==> config.mk <==
export PLATFORM = sky130hd
export DESIGN_NAME = bc1_bc3_texture_block_decoder_top
export DESIGN_NICKNAME = d
export VERILOG_FILES = /design/src/sv/bc13_pkg.sv /design/src/sv/bc13_palette.sv /design/src/sv/bc13_row_mux.sv /design/src/sv/bc1_bc3_texture_block_decoder_top.sv
export SDC_FILE = /design/constraint.sdc
export NUM_CORES = 2
export LEC_CHECK = 0
export ABC_AREA = 0
export BUFFER_PORTS_ARGS = -buffer_cell sky130_fd_sc_hd__buf_2
export CELL_PAD_IN_SITES_DETAIL_PLACEMENT = 1
export CELL_PAD_IN_SITES_GLOBAL_PLACEMENT = 1
export CORE_MARGIN = 8
export CORE_UTILIZATION = 45
export DETAILED_ROUTE_END_ITERATION = 12
export GPL_TIMING_DRIVEN = 0
export PLACE_DENSITY_LB_ADDON = 0.1
export SYNTH_ARGS = -nofsm -noshare
export SYNTH_HDL_FRONTEND = slang
export SYNTH_SLANG_ARGS = --single-unit
==> constraint.sdc <==
create_clock -name clk_i -period 19.1 [get_ports clk_i]
set_input_delay 0 -clock clk_i [delete_from_list [all_inputs] [get_ports clk_i]]
set_output_delay 0 -clock clk_i [all_outputs]
set_load 0.05 [all_outputs]
==> src/sv/bc13_pkg.sv <==
// Shared types for the BC1/BC3 texture block decoder.
`default_nettype none

package bc13_pkg;

  // One compressed 4x4 block
  typedef struct packed {
    logic [63:0] color_block;
    logic [63:0] alpha_block;
  } in_t;

  // One decoded row of the block
  typedef struct packed {
    logic [31:0] pixel_col0;
    logic [31:0] pixel_col1;
    logic [31:0] pixel_col2;
    logic [31:0] pixel_col3;
    logic [1:0]  row_number;
    logic        last_row;
  } out_t;

  // Palettes and per-pixel indices of one block
  typedef struct packed {
    logic [3:0][23:0]  cpal;   // {B, G, R}
    logic [7:0][7:0]   apal;
    logic [15:0][1:0]  cidx;
    logic [15:0][2:0]  aidx;
  } pal_t;

  localparam logic [7:0] ALPHA_OPAQUE = 8'hFF;

endpackage

`default_nettype wire

==> src/sv/bc13_palette.sv <==
// Builds the colour and alpha palettes of one block.
`default_nettype none

module bc13_palette (
  input  bc13_pkg::in_t  blk_i,
  input  logic           bc3_i,
  output bc13_pkg::pal_t pal_o
);

  // Truncating divides by reciprocal multiply, exact over the ranges used here
  function automatic logic [7:0] div3(input logic [9:0] x);
    logic [19:0] p;
    p = {10'd0, x} * 20'd683;
    return p[18:11];
  endfunction

  function automatic logic [7:0] div5(input logic [10:0] x);
    logic [21:0] p;
    p = {11'd0, x} * 22'd1639;
    return p[20:13];
  endfunction

  function automatic logic [7:0] div7(input logic [10:0] x);
    logic [21:0] p;
    p = {11'd0, x} * 22'd2341;
    return p[21:14];
  endfunction

  function automatic logic [23:0] widen(input logic [15:0] c);
    logic [7:0] r, g, b;
    r = {c[15:11], c[15:13]};
    g = {c[10:5], c[10:9]};
    b = {c[4:0], c[4:2]};
    return {b, g, r};
  endfunction

  // (2*x + y) / 3 per channel
  function automatic logic [23:0] blend3(input logic [23:0] x, input logic [23:0] y);
    logic [23:0] res;
    for (int ch = 0; ch < 3; ch++) begin
      res[ch*8 +: 8] = div3({1'b0, x[ch*8 +: 8], 1'b0} + {2'b0, y[ch*8 +: 8]});
    end
    return res;
  endfunction

  function automatic logic [23:0] mid(input logic [23:0] x, input logic [23:0] y);
    logic [23:0] res;
    logic [8:0]  s;
    for (int ch = 0; ch < 3; ch++) begin
      s = {1'b0, x[ch*8 +: 8]} + {1'b0, y[ch*8 +: 8]};
      res[ch*8 +: 8] = s[8:1];
    end
    return res;
  endfunction

  logic [15:0] c0, c1;
  logic [23:0] e0, e1;
  logic [7:0]  a0, a1;
  logic [10:0] s;

  assign c0 = blk_i.color_block[15:0];
  assign c1 = blk_i.color_block[31:16];
  assign e0 = widen(c0);
  assign e1 = widen(c1);
  assign a0 = blk_i.alpha_block[7:0];
  assign a1 = blk_i.alpha_block[15:8];

  always_comb begin
    pal_o.cidx    = blk_i.color_block[63:32];
    pal_o.aidx    = blk_i.alpha_block[63:16];
    pal_o.cpal[0] = e0;
    pal_o.cpal[1] = e1;
    if (c0 > c1) begin
      pal_o.cpal[2] = blend3(e0, e1);
      pal_o.cpal[3] = blend3(e1, e0);
    end else begin
      pal_o.cpal[2] = mid(e0, e1);
      pal_o.cpal[3] = '0;
    end

    s = '0;
    for (int k = 0; k < 8; k++) begin
      pal_o.apal[k] = bc13_pkg::ALPHA_OPAQUE;
    end
    if (bc3_i) begin
      pal_o.apal[0] = a0;
      pal_o.apal[1] = a1;
      if (a0 > a1) begin
        for (int k = 1; k <= 6; k++) begin
          s = 11'(7 - k) * {3'd0, a0} + 11'(k) * {3'd0, a1};
          pal_o.apal[k+1] = div7(s);
        end
      end else begin
        for (int k = 1; k <= 4; k++) begin
          s = 11'(5 - k) * {3'd0, a0} + 11'(k) * {3'd0, a1};
          pal_o.apal[k+1] = div5(s);
        end
        pal_o.apal[6] = 8'd0;
        pal_o.apal[7] = bc13_pkg::ALPHA_OPAQUE;
      end
    end
  end

endmodule

`default_nettype wire

==> src/sv/bc13_row_mux.sv <==
// Looks up the four pixels of one row from the block palettes.
`default_nettype none

module bc13_row_mux (
  input  bc13_pkg::pal_t pal_i,
  input  logic [1:0]     row_i,
  output bc13_pkg::out_t row_o
);

  logic [3:0][31:0] px;

  always_comb begin
    for (int col = 0; col < 4; col++) begin
      px[col] = {pal_i.apal[pal_i.aidx[{row_i, 2'(col)}]],
                 pal_i.cpal[pal_i.cidx[{row_i, 2'(col)}]]};
    end
    row_o.pixel_col0 = px[0];
    row_o.pixel_col1 = px[1];
    row_o.pixel_col2 = px[2];
    row_o.pixel_col3 = px[3];
    row_o.row_number = row_i;
    row_o.last_row   = (row_i == 2'd3);
  end

endmodule

`default_nettype wire

==> src/sv/bc1_bc3_texture_block_decoder_top.sv <==
// Top level of the BC1/BC3 texture block decoder.
//
//   channel  | handshake          | payload
//   ---------+--------------------+-----------------------------
//   block in | start / busy       | item_i  (color, alpha block)
//   rows out | res_strobe_o       | res_o   (4 pixels, row info)
//   config   | cfg_we_i           | cfg_wdata_i (format_mode)
//
// The result port emits one row per cycle, and a new block can be accepted
// while the previous one is still emitting rows. Row 0 is registered in in_q,
// then pal_q, then res_q; rows 1..3 follow in consecutive cycles. busy is high
// while a block waits behind one that has not reached its last row.
// Reset clears all valid flags and format_mode to BC1.
// The receiver cannot stall; each row strobe lasts one cycle.
`default_nettype none

module bc1_bc3_texture_block_decoder_top (
  input  logic           clk_i,
  input  logic           rst_ni,
  input  logic           start,
  output logic           busy,
  input  bc13_pkg::in_t  item_i,
  input  logic           cfg_we_i,
  input  logic           cfg_wdata_i,
  output logic           res_strobe_o,
  output bc13_pkg::out_t res_o
);

  logic           mode_q;
  logic           in_vld_q, in_vld_d;
  bc13_pkg::in_t  in_q;
  logic           in_mode_q;
  logic           pal_vld_q, pal_vld_d;
  logic [1:0]     row_q, row_d;
  bc13_pkg::pal_t pal_q, pal_d;
  logic           strobe_q;
  bc13_pkg::out_t res_q, res_d;
  logic           pal_free, pal_load, accept;

  // Palette stage frees up as it emits its last row
  assign pal_free = !pal_vld_q || (row_q == 2'd3);
  assign pal_load = in_vld_q && pal_free;
  assign busy     = in_vld_q && !pal_free;
  assign accept   = start && !busy;

  bc13_palette u_palette (
    .blk_i (in_q),
    .bc3_i (in_mode_q),
    .pal_o (pal_d)
  );

  bc13_row_mux u_row_mux (
    .pal_i (pal_q),
    .row_i (row_q),
    .row_o (res_d)
  );

  always_comb begin
    in_vld_d = in_vld_q;
    if (accept) begin
      in_vld_d = 1'b1;
    end else if (pal_load) begin
      in_vld_d = 1'b0;
    end

    pal_vld_d = pal_vld_q;
    row_d     = row_q;
    if (pal_load) begin
      pal_vld_d = 1'b1;
      row_d     = 2'd0;
    end else if (pal_vld_q) begin
      pal_vld_d = (row_q != 2'd3);
      row_d     = row_q + 2'd1;
    end
  end

  always_ff @(posedge clk_i or negedge rst_ni) begin
    if (!rst_ni) begin
      mode_q    <= 1'b0;
      in_vld_q  <= 1'b0;
      pal_vld_q <= 1'b0;
      row_q     <= 2'd0;
      strobe_q  <= 1'b0;
    end else begin
      if (cfg_we_i) begin
        mode_q <= cfg_wdata_i;
      end
      in_vld_q  <= in_vld_d;
      pal_vld_q <= pal_vld_d;
      row_q     <= row_d;
      strobe_q  <= pal_vld_q;
    end
  end

  always_ff @(posedge clk_i) begin
    if (accept) begin
      in_q      <= item_i;
      in_mode_q <= mode_q;
    end
    if (pal_load) begin
      pal_q <= pal_d;
    end
    res_q <= res_d;
  end

  assign res_strobe_o = strobe_q;
  assign res_o        = res_q;

endmodule

`default_nettype wire

==> results.md <==
- The chip height is 353.1 um.
- On the final layout, the worst clock skew is 0.05515 ns.
- The number of clock buffers added by TritonCTS is 57.
- STA puts the critical path data required time at 19.37 ns.
- The type of the tightest min-delay check is input pin to flop.
- The area added between synthesis and finish is 14.41%.
- The largest total area in the synthesized netlist belongs to sky130_fd_sc_hd__ha_1.
- The worst-margin pin slew is 1.355 ns.
- Setup repair after global routing left no endpoint under its margin.
- The flow ran to the end, and the final reports show no timing, DRC or antenna violations.
- STA classifies the critical path endpoint as a flop.
- The die boundary width is roughly 350 um.
- Summed over its instances, the top area cell type makes up approximately 28% of the synthesized netlist area.
- The number of nets produced by synthesis is just over 6000.
- Clock tree synthesis selected as its root buffer the cell sky130_fd_sc_hd__clkbuf_16.
- The cell with the largest stage delay on the worst path is sky130_fd_sc_hd__edfxtp_1.
- Grouping stages by cell kind, the critical path spends the most delay in compound AO/OA/AOI/OAI gates.
- The post-place setup slack is around 9.0 ns.
- The number of register bits inferred by synthesis is approximately 500.
- The sum of net half-perimeters after detailed placement is 120900 um.
- After global routing the overflow that remains totals 0.
- The total count of max-transition violations in the final report is 0.
- The H-tree was split into 2 levels.
- For the final routed database, the setup TNS stands at 0 ns.
- The share of synthesized flip-flops with an asynchronous set or reset is 1.224%.
- Routability-driven placement finished with a final weighted congestion of 0.8672.
- Across all layers, the routed design uses 35430 vias.
- The clock tree from TritonCTS is yes.
- After detailed routing, the total wire length is 152600 um.
- The first-pass GRT wire length is 238200 um.
- The share of the cycle needed by the critical path after routing is ~53%.
- For this block, the initial DRC count from the detailed router was 1572.
- The total number of clock tree sinks is roughly 500.
- In this run, distinct cell masters in the synthesized netlist total between 70 and 80.
- The sequential element share of the synthesized area is 26.15%.
- The number of global-route vias before repair is approximately 40000.
- Summing every instance area after synthesis gives approximately 50000 sq um.
- STA classifies the critical path startpoint as a flop.
- During placement, the flow inserted port buffers numbering 265.
- The initial standard-cell utilization of the core is 45.40%.
- The worst path meets setup with 9.066 ns of slack.
- Counting flops with a built-in enable in the synthesized netlist gives ~350.
- After detailed routing, the average wire length per cell comes to roughly 23 um.
- The DRC violation count after routing is 0.
- The insertion delay of the later-clocked pin in the worst-skew pair is 0.71 ns.
- The final setup violation count is 0.
- The number of buffer and inverter instances along the worst setup path is 3.
- In this run the count of I/O pins placed on the die edge is 266.
- The delay of the slowest cell on the worst path is roughly 1.1 ns.
- The final antenna-violating net count is 0.
- The number of antenna violations at the first check in global routing is 3.
- After filler insertion, the fill cell instance count of the layout stands at roughly 12000.
- The number of setup buffers added after CTS is 0.
- The number of hold violations in the final report came to 0.
- The total die area is 124700 sq um.
- The total global routing track utilization is around a quarter.
- The cell row count is 123.
- Entering global routing, the biggest net connects 57 pins.
- The max-slew headroom at the worst pin is 8.494%.
- After synthesis, the mean cell area works out to 11.53 sq um.
- The number of standard cells after synthesis is 4434.
- The most used flip-flop cell after synthesis is sky130_fd_sc_hd__edfxtp_1.
- Of all nets on the critical path, the largest fanout is 13.
- The vias per cell is 5.438.
- The net count of the finished layout is 6634.
- The layout cell share with drive strength beyond 1 is 11.26%.
- For this run, the number of Yosys warnings is 0.
- The worst setup path is of the flop to flop kind.
- Ranked by total cell area, the synthesized netlist is headed by sky130_fd_sc_hd__ha_1 (28%), sky130_fd_sc_hd__edfxtp_1 (21%), sky130_fd_sc_hd__fa_1 (15%), sky130_fd_sc_hd__dfxtp_1 (5.1%), sky130_fd_sc_hd__mux4_2 (5.1%).
- Data arrives at the worst endpoint at 10.31 ns.
- The worst-case hold slack is 0.04685 ns.
- The core area is about 110000 sq um.
- Timing would allow up to 99.66 MHz.
- After clock tree synthesis, the clock-pin slew on the worst setup and hold paths is 0.06 ns.
- The detailed-router iteration count before antenna repair is 5.
- The reported max-cap violation count is 0.
- After layout, the minimum clock period comes to 10.03 ns.
- The longest clock path from root to sink contains 3 buffers.
-- layout make-up --
class	count	area (sq um)	share of cell area [%]
inverters	691	2594	4.433
clock inverters	33	362.8	0.6201
multi-input cells	3182	34880	59.60
plain buffers	71	305.3	0.5218
repair buffers	468	3516	6.009
diodes	4	10.01	0.01711
flip-flops and latches	490	13370	22.85
clock buffers	75	1599	2.733
well taps	1500	1877	3.208
-- cell families (layout without fill, tap and decap cells) --
| kind of cell | after synthesis | in the layout | synth area share (%) |
|---|---|---|---|
| other cells | 0 | 4 | 0 |
| mux | 217 | 217 | 7.166 |
| xor+xnor | 274 | 274 | 4.692 |
| buf+inv | 762 | 1338 | 5.669 |
| simple gates | 505 | 505 | 4.824 |
| compound gates | 646 | 646 | 8.174 |
| fa+ha+maj | 1540 | 1540 | 43.33 |
| flops | 490 | 490 | 26.15 |
-- state kept, by name (all words and copies together) (netlist names) --
signal / count
in_mode_q: 1
in_q: 128
in_vld_q: 1
mode_q: 1
pal_q: 224
pal_vld_q: 1
res_o: 131
res_strobe_o: 1
row_q: 2
-- stage by stage --
stage                     cell area, sq um  instances  utilization [%]
after floorplan                      51140       4434                -
after detailed placement             54620       6210            48.48
after CTS                            58490       6509            51.92
after global placement               54350       6199            48.24
final                                58510       6514            51.94
after global routing                 58510       6514            51.94
-- cell usage after synthesis, types with 13 or more instances --
library cell               number
sky130_fd_sc_hd__nor3_1        39
sky130_fd_sc_hd__a21oi_1      223
sky130_fd_sc_hd__ha_1        1155
sky130_fd_sc_hd__xor2_1        81
sky130_fd_sc_hd__a21o_1        63
sky130_fd_sc_hd__o211ai_1      24
sky130_fd_sc_hd__a211oi_1      50
sky130_fd_sc_hd__nand2_1      113
sky130_fd_sc_hd__a31oi_1       13
sky130_fd_sc_hd__edfxtp_1     353
sky130_fd_sc_hd__dfxtp_1      131
sky130_fd_sc_hd__nand3_1       40
sky130_fd_sc_hd__inv_1        691
sky130_fd_sc_hd__mux2_2        33
sky130_fd_sc_hd__clkbuf_1      41
sky130_fd_sc_hd__o21bai_1      51
sky130_fd_sc_hd__o21ai_0       93
sky130_fd_sc_hd__mux2i_1       68
sky130_fd_sc_hd__nor2_1       140
sky130_fd_sc_hd__or3_1         22
sky130_fd_sc_hd__fa_1         385
sky130_fd_sc_hd__nand2b_1      23
sky130_fd_sc_hd__o21a_1        23
sky130_fd_sc_hd__xnor2_1      193
sky130_fd_sc_hd__nor2b_1       65
sky130_fd_sc_hd__buf_2         16
sky130_fd_sc_hd__mux4_2       116
-- cells in the final DEF, fill, tap and decap left out, drive strengths merged, types with 11 or more instances in the layout --
| master | n |
|---|---|
| o21ai | 102 |
| o211ai | 24 |
| or3 | 22 |
| dfxtp | 131 |
| clkinv | 21 |
| dlygate4sd3 | 192 |
| and2 | 11 |
| nand3 | 40 |
| nor3 | 39 |
| o21bai | 51 |
| inv | 699 |
| xnor2 | 193 |
| nand2b | 23 |
| clkbuf | 116 |
| o311ai | 13 |
| edfxtp | 353 |
| mux4 | 116 |
| fa | 385 |
| nor2b | 65 |
| a21o | 63 |
| ha | 1155 |
| xor2 | 81 |
| a21oi | 223 |
| mux2 | 33 |
| a211oi | 50 |
| nand2 | 113 |
| o21a | 23 |
| buf | 306 |
| mux2i | 68 |
| nor2 | 140 |
| a31oi | 14 |
-- routing by layer --
layer | up-vias | wire length [um] | global-route usage, %
met5 | - | 0 | 0
met4 | 0 | 6313 | 8.844
met3 | 243 | 4822 | 2.304
met2 | 675 | 78390 | 44.77
met1 | 17780 | 63030 | 29.87
li1 | 16730 | - | -
-- repair_timing --
action,in CTS,in global routing
endpoints found under the hold margin,168,1
resized for setup,0,0
hold buffers,191,1
-- path summary, 6_finish.rpt --
check	startpoint	endpoint	slack [ns]	cells past startpoint
min	item_i[109]	in_q[109]	0.05	2
min in group asynchronous	rst_ni	res_strobe_o	0.37	3
max	in_q[1]	pal_q[124]	9.07	26
min reg2reg	in_q[124]	pal_q[76]	0.40	0
max reg2reg	in_q[1]	pal_q[124]	9.07	26
max in group asynchronous	rst_ni	mode_q	18.45	3
Power is not shown: default switching activity piles up to over one toggle a cycle in this logic, so the estimate is an artifact.
